**src/rtl/bpls_pkg.sv**
```systemverilog
// ----------------------------------------------------------------------------
// bpls_pkg: shared types and helpers of the load scheduler
// Slot states, opcodes, cell commands, search word and saturating arithmetic.
// ----------------------------------------------------------------------------
package bpls_pkg;

    localparam int SLOTS     = 16;
    localparam int COST_BITS = 48;
    localparam int SLOT_W    = 4;
    localparam int ORDER_W   = 32;
    localparam int CNT_W     = 5;
    localparam int CFG_W     = 48;
    localparam int SW_W      = $clog2(SLOTS + 2);
    localparam int LST_W     = $clog2(SLOTS + 1);

    localparam logic [COST_BITS-1:0] COST_MAX = '1;
    localparam logic [CNT_W-1:0]     BLK_MAX  = '1;

    typedef enum logic [2:0] {
        ST_EMPTY     = 3'd0,
        ST_QUEUED    = 3'd1,
        ST_LOADING   = 3'd2,
        ST_RESIDENT  = 3'd3,
        ST_FAILED    = 3'd4,
        ST_CANCELLED = 3'd5
    } slot_state_t;

    typedef enum logic [2:0] {
        OP_QUEUE      = 3'd0,
        OP_SETPRIO    = 3'd1,
        OP_EVICT      = 3'd2,
        OP_COMPLETE   = 3'd3,
        OP_CANCEL     = 3'd4,
        OP_CANCEL_ALL = 3'd5,
        OP_TICK       = 3'd6,
        OP_QUERY      = 3'd7
    } op_t;

    typedef enum logic [1:0] {
        RK_ACCEPT  = 2'd0,
        RK_REJECT  = 2'd1,
        RK_STARTED = 2'd2,
        RK_SUMMARY = 2'd3
    } result_kind_t;

    localparam logic [1:0] OUT_LOADED    = 2'd0;
    localparam logic [1:0] OUT_CANCELLED = 2'd1;

    typedef enum logic [1:0] {
        CFG_MAX_LOADS = 2'd0,
        CFG_MAX_CPU   = 2'd1,
        CFG_MAX_VRAM  = 2'd2,
        CFG_MAX_IO    = 2'd3
    } cfg_index_t;

    typedef enum logic [2:0] {
        S_IDLE, S_EXEC, S_RESP, S_PREP, S_SWEEP, S_DECIDE, S_EMIT
    } seq_state_t;

    typedef enum logic [3:0] {
        C_NONE,
        C_QUEUE,
        C_SETPRIO,
        C_EVICT,
        C_DONE,
        C_CANCEL,
        C_CANCEL_ALL,
        C_TICK_PREP,
        C_VISIT
    } cell_op_t;

    typedef struct packed {
        cell_op_t             op;
        logic [SLOT_W-1:0]    sel;
        logic [1:0]           prio;
        logic [ORDER_W-1:0]   order;
        logic [COST_BITS-1:0] cpu;
        logic [COST_BITS-1:0] vram;
        logic [COST_BITS-1:0] io;
        logic [1:0]           outcome;
        logic                 admit;
    } cell_cmd_t;

    typedef struct packed {
        logic               valid;
        logic [1:0]         prio;
        logic [ORDER_W-1:0] order;
        logic [SLOT_W-1:0]  idx;
    } best_t;

    function automatic logic [COST_BITS-1:0] sat_add(input logic [COST_BITS-1:0] a,
                                                     input logic [COST_BITS-1:0] b);
        logic [COST_BITS:0] s;
        s = {1'b0, a} + {1'b0, b};
        return s[COST_BITS] ? COST_MAX : s[COST_BITS-1:0];
    endfunction

    function automatic logic [COST_BITS-1:0] sat_sub(input logic [COST_BITS-1:0] a,
                                                     input logic [COST_BITS-1:0] b);
        return (a > b) ? (a - b) : '0;
    endfunction

    function automatic logic [COST_BITS-1:0] headroom(input logic [COST_BITS-1:0] lim,
                                                      input logic [COST_BITS-1:0] used);
        return (used < lim) ? (lim - used) : '0;
    endfunction

endpackage

```
**src/rtl/bpls_cell.sv**
```systemverilog
// ----------------------------------------------------------------------------
// bpls_cell: one slot of the scheduler table
// Holds one slot and passes the best queued candidate on to its neighbor.
// ----------------------------------------------------------------------------
module bpls_cell (
    input  logic                           clk,
    input  logic                           rst_n,
    input  logic [bpls_pkg::SLOT_W-1:0]    idx,
    input  bpls_pkg::cell_cmd_t            cmd,
    input  bpls_pkg::best_t                best_in,
    output bpls_pkg::best_t                best_out,
    output bpls_pkg::slot_state_t          status,
    output logic [bpls_pkg::COST_BITS-1:0] cpu,
    output logic [bpls_pkg::COST_BITS-1:0] vram,
    output logic [bpls_pkg::COST_BITS-1:0] io
);

    bpls_pkg::slot_state_t            status_reg, status_next;
    logic                             cancel_reg, cancel_next;
    logic                             visited_reg, visited_next;
    logic [1:0]                       prio_reg, prio_next;
    logic [bpls_pkg::ORDER_W-1:0]     order_reg;
    logic [bpls_pkg::COST_BITS-1:0]   cpu_reg, vram_reg, io_reg;
    logic                             load;
    bpls_pkg::best_t                  best_reg, best_next, own;
    logic                             hit;
    logic                             own_better;

    assign hit = (cmd.sel == idx);

    always_comb
    begin
        status_next  = status_reg;
        cancel_next  = cancel_reg;
        visited_next = visited_reg;
        prio_next    = prio_reg;
        load         = 1'b0;
        unique case (cmd.op)
            bpls_pkg::C_QUEUE:
            begin
                if (hit && status_reg == bpls_pkg::ST_EMPTY)
                begin
                    status_next = bpls_pkg::ST_QUEUED;
                    cancel_next = 1'b0;
                    prio_next   = cmd.prio;
                    load        = 1'b1;
                end
            end
            bpls_pkg::C_SETPRIO:
            begin
                if (hit && status_reg == bpls_pkg::ST_QUEUED)
                    prio_next = cmd.prio;
            end
            bpls_pkg::C_EVICT:
            begin
                if (hit && status_reg != bpls_pkg::ST_EMPTY)
                begin
                    status_next = bpls_pkg::ST_EMPTY;
                    cancel_next = 1'b0;
                end
            end
            bpls_pkg::C_DONE:
            begin
                if (hit && status_reg == bpls_pkg::ST_LOADING)
                begin
                    if (cmd.outcome == bpls_pkg::OUT_LOADED)
                        status_next = bpls_pkg::ST_RESIDENT;
                    else if (cmd.outcome == bpls_pkg::OUT_CANCELLED)
                        status_next = bpls_pkg::ST_CANCELLED;
                    else
                        status_next = bpls_pkg::ST_FAILED;
                end
            end
            bpls_pkg::C_CANCEL:
            begin
                if (hit && status_reg != bpls_pkg::ST_EMPTY)
                    cancel_next = 1'b1;
            end
            bpls_pkg::C_CANCEL_ALL:
            begin
                if (status_reg != bpls_pkg::ST_EMPTY)
                    cancel_next = 1'b1;
            end
            bpls_pkg::C_TICK_PREP:
            begin
                visited_next = 1'b0;
                if (status_reg == bpls_pkg::ST_QUEUED && cancel_reg)
                    status_next = bpls_pkg::ST_CANCELLED;
            end
            bpls_pkg::C_VISIT:
            begin
                if (hit)
                begin
                    visited_next = 1'b1;
                    if (cmd.admit)
                        status_next = bpls_pkg::ST_LOADING;
                end
            end
            default:
            begin
            end
        endcase
    end

    always_comb
    begin
        own.valid  = (status_reg == bpls_pkg::ST_QUEUED) && !visited_reg;
        own.prio   = prio_reg;
        own.order  = order_reg;
        own.idx    = idx;
        own_better = own.valid && (!best_in.valid || own.prio > best_in.prio ||
                     (own.prio == best_in.prio && own.order < best_in.order));
        best_next  = own_better ? own : best_in;
    end

    always_ff @(posedge clk or negedge rst_n)
    begin
        if (!rst_n)
        begin
            status_reg  <= bpls_pkg::ST_EMPTY;
            cancel_reg  <= 1'b0;
            visited_reg <= 1'b0;
            best_reg    <= '0;
        end
        else
        begin
            status_reg  <= status_next;
            cancel_reg  <= cancel_next;
            visited_reg <= visited_next;
            best_reg    <= best_next;
        end
    end

    always_ff @(posedge clk)
    begin
        prio_reg <= prio_next;
        if (load)
        begin
            order_reg <= cmd.order;
            cpu_reg   <= cmd.cpu;
            vram_reg  <= cmd.vram;
            io_reg    <= cmd.io;
        end
    end

    assign best_out = best_reg;
    assign status   = status_reg;
    assign cpu      = cpu_reg;
    assign vram     = vram_reg;
    assign io       = io_reg;

endmodule

```
**config.mk**
```make
export PLATFORM = sky130hd
export DESIGN_NAME = bpls_cell
export DESIGN_NICKNAME = d
export VERILOG_FILES = /design/src/rtl/bpls_pkg.sv /design/src/rtl/bpls_cell.sv
export SDC_FILE = /design/constraint.sdc
export NUM_CORES = 1
export LEC_CHECK = 0
export BUFFER_PORTS_ARGS = -buffer_cell sky130_fd_sc_hd__clkbuf_2
export CORE_MARGIN = 4
export CORE_UTILIZATION = 26
export DETAILED_ROUTE_END_ITERATION = 16
export PLACE_DENSITY = 0.62
export SLEW_MARGIN = 20
export SYNTH_ARGS = -nofsm -noshare
export SYNTH_HDL_FRONTEND = slang
export SYNTH_SLANG_ARGS = --single-unit
export TNS_END_PERCENT = 30
```
**constraint.sdc**
```tcl
create_clock -name clk -period 14.5 [get_ports clk]
set_input_delay 2.175 -clock clk [delete_from_list [all_inputs] [get_ports clk]]
set_output_delay 2.175 -clock clk [all_outputs]
set_load 0.05 [all_outputs]
```
==> results of run 1 <==
## cell usage in the layout (no fill, tap or decap), drive strengths merged, types with 2 or more instances in the layout
| cell type | instances |
|---|---|
| clkbuf | 451 |
| o211ai | 2 |
| a21o | 4 |
| diode | 2 |
| clkinv | 6 |
| a21oi | 15 |
| nand3 | 5 |
| inv | 37 |
| nor2b | 2 |
| nand2b | 6 |
| nand2 | 13 |
| edfxtp | 178 |
| o21ai | 13 |
| ha | 33 |
| a211oi | 4 |
| dfrtp | 44 |
| mux2 | 39 |
| nand4 | 8 |
| a2111oi | 3 |
| xnor2 | 5 |
| nor2 | 11 |
| nor3 | 6 |
| buf | 3 |
## metrics by stage
step	area [sq um]	utilization, %	total power, mW	hold slack (ns)	std cells
2_1_floorplan	8230	-	0.808	0.482	444
3_3_place_gp	10800	34.9	0.864	0.498	1255
3_5_place_dp	10800	34.9	0.866	0.500	1255
4_1_cts	11500	37.3	1.46	0.505	1296
5_1_grt	11500	37.3	1.50	0.533	1296
6_report	11500	37.3	1.44	0.500	1298
## area by class of cell
type / count / area (sq um)
Fill cell: 2965 / 19400
Sequential cell: 222 / 6450
Timing Repair Buffer: 422 / 2130
Multi-Input combinational cell: 180 / 1590
Clock buffer: 32 / 652
Tap cell: 396 / 495
Inverter: 35 / 131
Clock inverter: 9 / 87.6
Antenna cell: 2 / 5.00
## cell families (layout without fill, tap and decap cells)
kind of cell / count (synthesis) / in the layout
XOR/XNOR: 5 / 5
AO/OA/AOI/OAI: 48 / 48
buffers and inverters: 42 / 498
flip-flops: 222 / 222
adder cells (fa/ha/maj): 33 / 33
multiplexers: 39 / 39
other: 0 / 2
AND/OR/NAND/NOR: 55 / 55
## worst paths after layout
check | start | endpoint | depth (start not counted)
setup / recovery | best_in[18] | best_out[8]$_DFF_PN0_ | 10
hold / removal | order_reg[14]$_DFFE_PP_ | best_out[18]$_DFF_PN0_ | 1
setup reg to reg | order_reg[5]$_DFFE_PP_ | best_out[8]$_DFF_PN0_ | 8
hold reg to reg | order_reg[14]$_DFFE_PP_ | best_out[18]$_DFF_PN0_ | 1
max in group asynchronous | rst_n | best_out[17]$_DFF_PN0_ | 2
min in group asynchronous | rst_n | best_out[33]$_DFF_PN0_ | 2
## critical path, cell delays in order
cell	delay, ns
clkbuf_2	0.11
inv_1	0.05
ha_1	0.32
a21oi_1	0.15
nand2_1	0.06
a22o_1	0.22
a2111oi_1	0.67
o22a_2	0.69
buf_4	0.44
mux2_2	0.38
## power by group through the flow
stage	Combinational (mW)	Clock [mW]	Sequential, mW
after global routing	0.154	0.634	0.710
after floorplan	0.0427	0	0.765
after global placement	0.142	0	0.722
final	0.142	0.584	0.709
after CTS	0.144	0.606	0.709
after detailed placement	0.144	0	0.722
## per-layer routing
| layer | global-route usage (%) | part of all wire, % | vias up |
|---|---|---|---|
| met2 | 24.0 | 51 | 263 |
| met5 | 0 | 0.38 | - |
| met1 | 14.8 | 34 | 2550 |
| met4 | 3.47 | 2.4 | 14 |
| li1 | - | - | 2559 |
| met3 | 7.27 | 12 | 46 |
==> flow_summary.ini, run 1 <==
[synthesis]
ys_ff_latch = 222
synth_compound_area_share_pct = 3.73
synth_adder_area_share_pct = 5.02
synth_flop_cell = edfxtp_1
syn-cell-area_sq_um = 8220
synthTopCellsByArea = edfxtp_1, dfrtp_1, ha_1
ys_async_sr_fraction_pct = 19.8
synth.distinct_cells = 39
netlist_top_cells_count = edfxtp_1, dfrtp_1, inv_1
synth_edf_count = 178
ys.warnings.count = 0
synth-simple-area-share_pct = 3.62
synth.mux.area_fraction_pct = 6.25
synth_xor_xnor_area_share_pct = 0.532
yosys.cell_count.top_type = edfxtp_1
synth_area_leader_cell = edfxtp_1
synth_cells = 444
yosysSeqAreaShare_pct = 78.4
syn-num-nets = 711
post-synth-top-area-fraction_pct = 65.0
synth_top_family_by_area = multiplexers
avgSynthCellArea_sq_um = 18.5

[finish]
nNetsFinal = 1153
drive_gt1_share_pct = 55.3
syn_to_final_growth_pct = 40.3

[clock_tree]
cts_buffers = 25
htree_levels = 1
cts_resized = 0
clk_path_buf_depth = 3
clk_pin_slew_ns = 0.06
cts_tree = built
cts.root.buffer_cell = clkbuf_16
clock_sinks = 222
worst_skew_pair.late_latency_ns = 0.53
post_cts.repair.setup_buffers = 0
holdBufCountCts = 0

[power_and_ir_drop]
power.combinational.fraction_pct = 9.9
power_leakage_nw = 5.09
clkPwrFrac_pct = 40.7
p_per_area_nw_per_um2 = 124
intPower_mw = 1.09
vdd_drop_max_uv = 89.6
switching_share_pct = 23.9
p_seq_share_pct = 49.4
p_sw_mw = 0.343

[setup_path]
cp.arrival_ns = 5.28
r2r_slack_ns = 11.02
start_kind = input pin
required_ns = 14.90
path_class = input pin to flop
cp_max_fo = 21
crit_path_end_kind = flop

[die]
core_sq_um = 30900
start_util_pct = 26.6
fp.dieArea_sq_um = 34500
boundaryPins = 420
die_y_um = 186
fp.dieW_um = 186
rows = 64

[timing]
fin_worst_skew_ns = 0.0155
worst_slew_pin_slew_ns = 1.36
layout_min_cycle_time_ns = 4.87
layout_setup_ws_ns = 9.63
tns_ns = 0
hold_viol_final = 0
rsz0062_at_grt = no
timing.fmax_mhz = 205
slew_violations = 0
max_slew_margin_pct = 9.52
setup_violations = 0
min_period_over_period_pct = 33.6

[route]
route.detailed.drc = 0
detail-route-antenna-nets = 0
routed_wl_um = 25200
drtIter0Drc = 226
vias = 5432
routedWlPerCell_um = 19.4
first_pass_iters = 4
via_per_inst = 4.18

[placement]
pre_cts_ws_ns = 8.91
gp_congestion = 0.828
portBuffers = 419
dpl.hpwl_um = 20100

[worst_hold_path]
hold_class = flop to flop

[global_routing]
grt_max_degree = 177
antenna_found_initial = 8
grt_usage_pct = 13.8
gr-total-overflow = 0
grt_pass1_wl_um = 35700
grt_pass1_vias = 5664

[job]
cap_violations = 0

[run_status]
status = finished, final reports clean
(Power assumes the default switching activity.)
==> run 2: changes to the inputs <==
--- a/config.mk
+++ b/config.mk
@@ -5,11 +5,12 @@
 export SDC_FILE = /design/constraint.sdc
 export NUM_CORES = 1
 export LEC_CHECK = 0
+export ABC_AREA = 1
 export BUFFER_PORTS_ARGS = -buffer_cell sky130_fd_sc_hd__clkbuf_2
 export CORE_MARGIN = 4
 export CORE_UTILIZATION = 26
 export DETAILED_ROUTE_END_ITERATION = 16
-export PLACE_DENSITY = 0.62
+export PLACE_DENSITY = 0.6
 export SLEW_MARGIN = 20
 export SYNTH_ARGS = -nofsm -noshare
 export SYNTH_HDL_FRONTEND = slang
==> constraint.sdc (replaced) <==
create_clock -name clk -period 4.5 [get_ports clk]
set_input_delay 0.675 -clock clk [delete_from_list [all_inputs] [get_ports clk]]
set_output_delay 0.675 -clock clk [all_outputs]
set_load 0.05 [all_outputs]
==> run 2 against run 1 <==
Effect of this change: wire length is 2.3% higher; utilization is 0.21 points higher; count of clock-buffer cells in the layout is 5 lower; via count is 9.4% higher; worst hold slack worse by 0.24 ns; clock skew is 0.0014 ns lower; critical path depth is 1 higher; setup slack worse by 7.7 ns; first-iteration DRC count is 16% lower; global-route usage is 0.19 points higher; area after synthesis is 0.17% higher; largest power group unchanged; highest routed layer unchanged.
==> flow_summary.ini, run 2 <==
[setup_path]
crit_chain = ha_1 > nand2_1 > nor2_1 > nand4_1 > nor2_1 > nand2_1 > nand2_1 > nand2_2 > nand2_2 > nand2_1 > nand2_1
crit_path_end_kind = flop
max_stage_delay_ns = 0.64
rr_worst_depth = 11
rr_startpoint = order_reg[31]$_DFFE_PP_
start_kind = flop
cp.arrival_ns = 3.07
required_ns = 4.97
worstReg2RegEnd = best_out[5]$_DFF_PN0_
crit_slowest_cell = nand2_2
cp_max_fo = 38
path_class = flop to flop
path_common_cell = nand2_1
r2r_slack_ns = 1.90

[synthesis]
synth-simple-area-share_pct = 9.90
synth_compound_area_share_pct = 2.57
synth.distinct_cells = 25
ys_async_sr_fraction_pct = 19.8
netlist_top_cells_count = edfxtp_1, nand2_1, inv_1
synth_cells = 564
post-synth-top-area-fraction_pct = 64.9
synth.mux.area_fraction_pct = 0
syn-cell-area_sq_um = 8240
synth_flop_cell = edfxtp_1
synth_area_leader_cell = edfxtp_1
avgSynthCellArea_sq_um = 14.6
syn-num-nets = 831
yosysSeqAreaShare_pct = 78.3
synth_adder_area_share_pct = 5.01
ys_ff_latch = 222
synthTopCellsByArea = edfxtp_1, dfrtp_1, nand2_1
yosys.cell_count.top_type = edfxtp_1
synth_edf_count = 178
synth_top_family_by_area = simple AND/OR/NAND/NOR gates
ys.warnings.count = 0
synth_xor_xnor_area_share_pct = 0.425

[route]
drtIter0Drc = 190
first_pass_iters = 4
routedWlPerCell_um = 18.2
via_per_inst = 4.20
vias = 5944
detail-route-antenna-nets = 0
routed_wl_um = 25800
route.detailed.drc = 0

[global_routing]
antenna_found_initial = 2
gr-total-overflow = 0
grt_max_degree = 104
grt_pass1_wl_um = 36500
grt_usage_pct = 14.0
grt_pass1_vias = 6062

[timing]
rsz0062_at_grt = no
min_period_over_period_pct = 57.7
max_slew_margin_pct = 41.5
timing.fmax_mhz = 385
tns_ns = 0
worst_slew_pin_slew_ns = 0.874
hold_viol_final = 0
setup_violations = 0
layout_min_cycle_time_ns = 2.60
fin_worst_skew_ns = 0.0141
slew_violations = 0

[die]
start_util_pct = 26.7
fp.dieW_um = 186
rows = 64
boundaryPins = 420
fp.dieArea_sq_um = 34600
die_y_um = 186
core_sq_um = 30900

[power_and_ir_drop]
p_sw_mw = 1.48
vdd_drop_max_uv = 255
switching_share_pct = 28.8
intPower_mw = 3.66
power.combinational.fraction_pct = 16.1
p_per_area_nw_per_um2 = 443
clkPwrFrac_pct = 38.3
power_leakage_nw = 5.45
p_seq_share_pct = 45.7

[job]
cap_violations = 0

[finish]
nNetsFinal = 1270
syn_to_final_growth_pct = 40.8
drive_gt1_share_pct = 46.1
mostFrequentLayoutCells = clkbuf_2, edfxtp_1, nand2_1
instances_no_fill = 1416
antennaDiodeCount = 0
layout.cells.most_common = clkbuf_2
num-fill-cells = 3027

[run_status]
status = finished, final reports clean

[placement]
gp_congestion = 0.809
dp.cells = 1372
dpl.hpwl_um = 20000
portBuffers = 419

[worst_hold_path]
hold_class = input pin to asynchronous set/reset pin

[clock_tree]
clk_pin_slew_ns = 0.07
cts_buffers = 25
worst_skew_pair.late_latency_ns = 0.53
cts.root.buffer_cell = clkbuf_16
holdBufCountCts = 0
cts_resized = 0
post_cts.repair.setup_buffers = 0
clk_path_buf_depth = 3
clock_sinks = 222
cts_tree = built
htree_levels = 1
-- run 2: changes by cell type in the layout (fill, tap and decap cells not counted), sizes merged, moves of 5 or more --
cell | before | now
nand2 | 13 | 124
inv | 37 | 61
nor2 | 11 | 19
clkbuf | 451 | 446
nand3 | 5 | 44
xnor2 | 5 | 0
nand4 | 8 | 3
nand2b | 6 | 0
mux2 | 39 | 0
clkinv | 6 | 13
-- run 2: through the flow --
stage	cell area (sq um)	utilization [%]	power (mW)	worst slack [ns]	hold WS [ns]
floorplan	8250	-	2.94	0.279	0.379
global placement	10800	35.0	3.22	1.47	0.479
detailed placement	10800	35.0	3.24	1.40	0.482
CTS	11600	37.5	5.23	1.81	0.256
global route	11600	37.5	5.38	1.59	0.278
finish	11600	37.5	5.14	1.90	0.259
-- run 2: how the worst max path moves through the flow --
stage	from	endpoint	slack, ns	cells after the start
6_report	order_reg[31]$_DFFE_PP_	best_out[5]$_DFF_PN0_	1.90	11
5_1_grt	order_reg[31]$_DFFE_PP_	best_out[5]$_DFF_PN0_	1.59	11
4_1_cts	order_reg[31]$_DFFE_PP_	best_out[5]$_DFF_PN0_	1.81	11
3_5_place_dp	best_in[35]	best_out[5]$_DFF_PN0_	1.40	13
3_3_place_gp	best_in[35]	best_out[31]$_DFF_PN0_	1.47	13
2_1_floorplan	idx[1]	cpu[0]$_DFFE_PP_	0.28	6
-- run 2: cells by family after synthesis --
logic type | count (synthesis)
buf+inv | 72
xor+xnor | 4
flops | 222
fa+ha+maj | 33
simple gates | 195
compound gates | 38
-- run 2: power groups by stage --
stage / Combinational, mW / Clock (mW) / Sequential (mW)
3_5_place_dp: 0.844 / 0 / 2.39
5_1_grt: 0.899 / 2.12 / 2.36
2_1_floorplan: 0.223 / 0 / 2.72
4_1_cts: 0.845 / 2.04 / 2.35
6_report: 0.826 / 1.97 / 2.35
3_3_place_gp: 0.832 / 0 / 2.39
-- run 2: layout make-up --
type | count | area (sq um) | area share (%)
clock buffers | 27 | 633 | 5.46
clock inverters | 17 | 154 | 1.33
inverters | 60 | 225 | 1.94
multi-input cells | 270 | 1490 | 12.8
flip-flops and latches | 222 | 6450 | 55.6
well taps | 396 | 495 | 4.27
repair buffers | 424 | 2160 | 18.6
-- run 2: routing by layer --
| layer | wire length [um] | GRT usage [%] | up-vias |
|---|---|---|---|
| li1 | - | - | 2844 |
| met1 | 9300 | 15.4 | 2773 |
| met2 | 13300 | 25.5 | 285 |
| met3 | 2550 | 5.45 | 38 |
| met4 | 564 | 3.15 | 4 |
| met5 | 26 | 0 | - |
-- run 2: worst max-delay path: cells and delay by family, from the launching register on --
family | cells | cell delay [ns]
adders and majority gates | 1 | 0.31
and+or+nand+nor | 10 | 1.83
DFF | 1 | 0.39
